### config.mk
export PLATFORM = sky130hd
export DESIGN_NAME = tdq_div
export DESIGN_NICKNAME = d
export VERILOG_FILES = /design/src/hw/rtl/tdq_div.sv
export SDC_FILE = /design/constraint.sdc
export NUM_CORES = 2
export LEC_CHECK = 0
export ABC_CLOCK_PERIOD_IN_PS = 6500
export BUFFER_PORTS_ARGS = -buffer_cell sky130_fd_sc_hd__buf_2
export CAP_MARGIN = 10
export CORE_MARGIN = 1.5
export CORE_UTILIZATION = 65
export DETAILED_ROUTE_END_ITERATION = 6
export PLACE_DENSITY = 0.83
export SLEW_MARGIN = 10
export SYNTH_ARGS = -nofsm -noshare
export SYNTH_HDL_FRONTEND = slang
export SYNTH_SLANG_ARGS = --single-unit
### constraint.sdc
create_clock -name i_clk -period 6.5 [get_ports i_clk]
set_input_delay 0.65 -clock i_clk [delete_from_list [all_inputs] [get_ports i_clk]]
set_output_delay 0.65 -clock i_clk [all_outputs]
set_load 0.03 [all_outputs]
### src/hw/rtl/tdq_div.sv
// tdq_div: multi-lane pipelined restoring divider, one quotient bit per stage;
// caller guarantees the quotient fits QW bits; side-band travels alongside
`default_nettype none

module tdq_div #(
    parameter int LANES = 1,
    parameter int NW    = 62,
    parameter int DW    = 32,
    parameter int QW    = 31,
    parameter int SW    = 1
) (
    input  wire logic                       i_clk,
    input  wire logic                       i_rst_n,
    input  wire logic                       i_en,
    input  wire logic                       i_vld,
    input  wire logic [LANES-1:0][NW-1:0]   i_num,
    input  wire logic [LANES-1:0][DW-1:0]   i_den,
    input  wire logic [SW-1:0]              i_side,
    output logic                            o_vld,
    output logic      [LANES-1:0][QW-1:0]   o_quo,
    output logic      [SW-1:0]              o_side
);

    logic [LANES-1:0][DW-1:0] r_rem  [QW];
    logic [LANES-1:0][DW-1:0] r_den  [QW];
    logic [LANES-1:0][QW-1:0] r_lo   [QW];
    logic [LANES-1:0][QW-1:0] r_quo  [QW];
    logic [SW-1:0]            r_side [QW];
    logic                     r_vld  [QW];

    for (genvar st = 0; st < QW; st++) begin : g_st
        logic [LANES-1:0][DW-1:0] s_rem;
        logic [LANES-1:0][DW-1:0] s_den;
        logic [LANES-1:0][QW-1:0] s_lo;
        logic [LANES-1:0][QW-1:0] s_quo;
        logic [SW-1:0]            s_side;
        logic                     s_vld;
        logic [LANES-1:0][DW-1:0] n_rem;
        logic [LANES-1:0][QW-1:0] n_lo;
        logic [LANES-1:0][QW-1:0] n_quo;

        if (st == 0) begin : g_first
            always_comb begin
                for (int ln = 0; ln < LANES; ln++) begin
                    s_rem[ln] = DW'(i_num[ln][NW-1:QW]);
                    s_lo[ln]  = i_num[ln][QW-1:0];
                end
            end
            assign s_den  = i_den;
            assign s_quo  = '0;
            assign s_side = i_side;
            assign s_vld  = i_vld;
        end else begin : g_next
            assign s_rem  = r_rem[st-1];
            assign s_den  = r_den[st-1];
            assign s_lo   = r_lo[st-1];
            assign s_quo  = r_quo[st-1];
            assign s_side = r_side[st-1];
            assign s_vld  = r_vld[st-1];
        end

        always_comb begin
            logic [DW:0] sh;
            logic [DW:0] diff;
            logic        ge;
            for (int ln = 0; ln < LANES; ln++) begin
                sh    = {s_rem[ln], s_lo[ln][QW-1]};
                diff  = sh - {1'b0, s_den[ln]};
                ge    = (sh >= {1'b0, s_den[ln]});
                n_rem[ln] = ge ? diff[DW-1:0] : sh[DW-1:0];
                n_quo[ln] = {s_quo[ln][QW-2:0], ge};
                n_lo[ln]  = {s_lo[ln][QW-2:0], 1'b0};
            end
        end

        always_ff @(posedge i_clk) begin
            if (!i_rst_n) begin
                r_vld[st] <= 1'b0;
            end else if (i_en) begin
                r_vld[st] <= s_vld;
            end
        end

        always_ff @(posedge i_clk) begin
            if (i_en) begin
                r_rem[st]  <= n_rem;
                r_den[st]  <= s_den;
                r_lo[st]   <= n_lo;
                r_quo[st]  <= n_quo;
                r_side[st] <= s_side;
            end
        end
    end

    assign o_vld  = r_vld[QW-1];
    assign o_quo  = r_quo[QW-1];
    assign o_side = r_side[QW-1];

endmodule

`default_nettype wire
==> results.toml <==
[setup_path]
crit_top_cell = "a21oi_1"
timing.rr.start = "r_den[0][129]$_DFFE_PP_"
worstSetupPathType = "reg2reg"
cp_top_family = "compound AO/OA/AOI/OAI gates"
start_kind = "register"
cp_cell_sequence = "inv_1 > ha_1 > nor2b_1 > o31a_1 > o31ai_1 > a21oi_1 > o311ai_0 > a21oi_1 > or2_2 > o2111ai_1 > and3_2 > mux2_2"
reg2reg_depth = 12
path_depth = 12
path_max_fanout = 60
cp-end-kind = "register"
rr_endpoint = "r_rem[0][163]$_DFFE_PP_"
arrival_ns = 5.43
worstPathRequired_ns = 7.15
slowest_delay_ns = 0.82
cp_slowest_cell = "and3_2"
ff2ff_setup_slack_ns = 1.72
critical_path_buf_inv_count = 1

[clocking]
cts_resized = 0
cts_root_buffer = "clkbuf_16"
htreeDepth = 5
cts_made_buffers = 313
clkTransAtPathRegs_ns = 0.06
cts_tree = "done"
clk_latency_ns = 0.95
cts.sinks = 2943
cts_buffer_depth = 4

[final_layout]
fillers = 15200
regArea_um2 = 88400
drive_above_1_share = 0.0872
fin_area_um2 = 166000
area_growth_pct = 9.99
multiInputGateArea_um2 = 56900
final_nets = 13900

[drt]
wirelength_um = 345000
drt_iter0_drc = 8591
routedWlPerCell_um = 21.5
routed_via_density = 6.13
drtAntennaViolNets = 0
post-route-drc-count = 0
routed-via-count = 98200
dr.pass1.iters = 7

[synth]
synth_area_um2 = 151000
synth_cell_type_count = 94
synth_nets = 13600
ys_ff_latch = 2943
async_flop_share = 0
synth_flop_cell = "edfxtp_1"
seq_area_frac_synth = 0.586
synth-edff-count = 2942
synthCells = 12500
ys_warn_count = 0
avgSynthCellArea_um2 = 12.1

[global_routing]
grt_pass1_vias = 97600
grt_max_degree = 190
antenna_found_initial = 1
gr-total-overflow = 0
grtUsageTotal = 0.290
grt_pass1_wl_um = 539000

[sta]
fin_crit_sh = 0.735
finalSetupViolCount = 0
slew_headroom = 0.208
slew_violations = 0
tns_ns = 0
hold_viol_final = 0
period_needed_ns = 4.78
tightest_slew_ns = 1.19
rsz0062_at_grt = "no"
fmax_ghz = 0.209
fin_worst_skew_ns = 0.0626

[power_and_ir_drop]
vdd_drop_max_mv = 0.321
p_per_area_nw_per_um2 = 510
p_leak_uw = 0.0670

[min_path]
hold_path_depth = 3
min_to = "r_rem[0][7]$_DFFE_PP_"
hold_class = "in2reg"
hold_start = "i_num[37]"

[die]
core-area_um2 = 230000
die_area_um2 = 235000
fp.dieH_um = 485
rows = 176
die_w_um = 485
start_util = 0.655
ios = 132

[outcome]
status = "complete, no violations"

[placement]
port_buffers = 131
hpwl_um = 248000
place_area_um2 = 155000
place.gp.congestion = 0.954

[job]
cap_violations = 0
[tightest hold or removal path, stage by stage]
cell	delay [ns]
buf_2	0.09
nand2_1	0.04
o21ai_0	0.07
[synth_stat cells, types with 52 or more instances]
cell / n / area [um^2]
a211oi_1: 67 / 503
a21o_1: 499 / 3750
a21oi_1: 1047 / 5240
a31oi_1: 98 / 613
and3_1: 100 / 626
clkbuf_1: 231 / 867
edfxtp_1: 2942 / 88300
ha_1: 992 / 12400
inv_1: 1251 / 4700
mux2_2: 382 / 4300
nand2_1: 734 / 2760
nand2b_1: 131 / 820
nand3_1: 199 / 996
nand4_1: 159 / 995
nor2_1: 757 / 2840
nor2b_1: 141 / 882
nor3_1: 127 / 636
o21a_1: 120 / 901
o21ai_0: 715 / 3580
o21bai_1: 114 / 856
o31ai_1: 65 / 488
or3_1: 52 / 325
xnor2_1: 484 / 4240
xor2_1: 322 / 2820
[cell usage in the layout, fill, tap and decap left out, types with 159 or more instances in the layout]
| master | count |
|---|---|
| a21o_1 | 499 |
| a21oi_1 | 1047 |
| clkbuf_16 | 318 |
| edfxtp_1 | 2942 |
| ha_1 | 992 |
| inv_1 | 1251 |
| mux2_2 | 382 |
| nand2_1 | 734 |
| nand3_1 | 197 |
| nand4_1 | 159 |
| nor2_1 | 755 |
| o21ai_0 | 715 |
| xnor2_1 | 484 |
| xor2_1 | 322 |
[report_power, final]
part | switching, uW | total [uW] | internal [uW]
Clock | 7250 | 17800 | 10600
Sequential | 2940 | 30300 | 27400
Combinational | 20900 | 36500 | 15600
Total | 31100 | 84600 | 53600
[per-layer routing]
layer / up-vias / track usage / share of wire / routed length [um]
met5: - / 0 / 0 / 0
met4: 0 / 0.121 / 0.044 / 15300
met3: 934 / 0.0342 / 0.048 / 16600
met2: 3189 / 0.512 / 0.51 / 175000
met1: 47500 / 0.363 / 0.40 / 138000
li1: 46600 / - / - / -
[repair_timing]
item | in CTS | in global routing
hold buffers | 69 | 0
hold endpoints to repair | 69 | 0
buffers inserted | 0 | 0
[logic make-up after synthesis]
family	Yosys count	synth area share
XOR/XNOR	806	0.0468
flip-flops	2943	0.586
AO/OA/AOI/OAI	3140	0.129
AND/OR/NAND/NOR	2621	0.0829
adder cells (fa/ha/maj)	1022	0.0862
buffers and inverters	1541	0.0388
multiplexers	414	0.0306
[stage by stage]
stage | power [uW] | util | instances | hold slack, ns | setup slack (ns)
global route | 89500 | 0.721 | 16000 | 0.0307 | 1.49
floorplan | 56600 | - | 12500 | 0.400 | 2.98
detailed placement | 66200 | 0.674 | 15400 | 0.405 | 1.98
global placement | 65200 | 0.674 | 15400 | 0.400 | 2.03
CTS | 84500 | 0.721 | 16000 | 0.00140 | 1.94
finish | 84600 | 0.721 | 16000 | 0.0529 | 1.72
[final cells by class]
cell class | count | area share
antenna | 2 | 0.0000301
inverter | 1251 | 0.0283
sequential | 2943 | 0.532
tap | 3026 | 0.0228
timing repair buffer | 270 | 0.0128
clock inverter | 171 | 0.0118
multi-input combinational | 8003 | 0.343
clock buffer | 370 | 0.0491
[how the worst max path moves through the flow]
stage / endpoint / slack (ns) / from
CTS: r_rem[0][163]$_DFFE_PP_ / 1.94 / r_den[0][129]$_DFFE_PP_
detailed placement: r_rem[0][188]$_DFFE_PP_ / 1.98 / r_den[0][129]$_DFFE_PP_
global route: r_rem[0][188]$_DFFE_PP_ / 1.49 / r_den[0][129]$_DFFE_PP_
global placement: r_rem[0][188]$_DFFE_PP_ / 2.03 / r_den[0][129]$_DFFE_PP_
floorplan: r_rem[1][184]$_DFFE_PP_ / 2.98 / r_rem[1][134]$_DFFE_PP_
finish: r_rem[0][163]$_DFFE_PP_ / 1.72 / r_den[0][129]$_DFFE_PP_
[state kept, by name, indices dropped and copies added (netlist names)]
signal	flops
r_quo	496
r_side	31
r_vld	31
r_den	960
r_lo	465
r_rem	960
(Power assumes the default switching activity.)
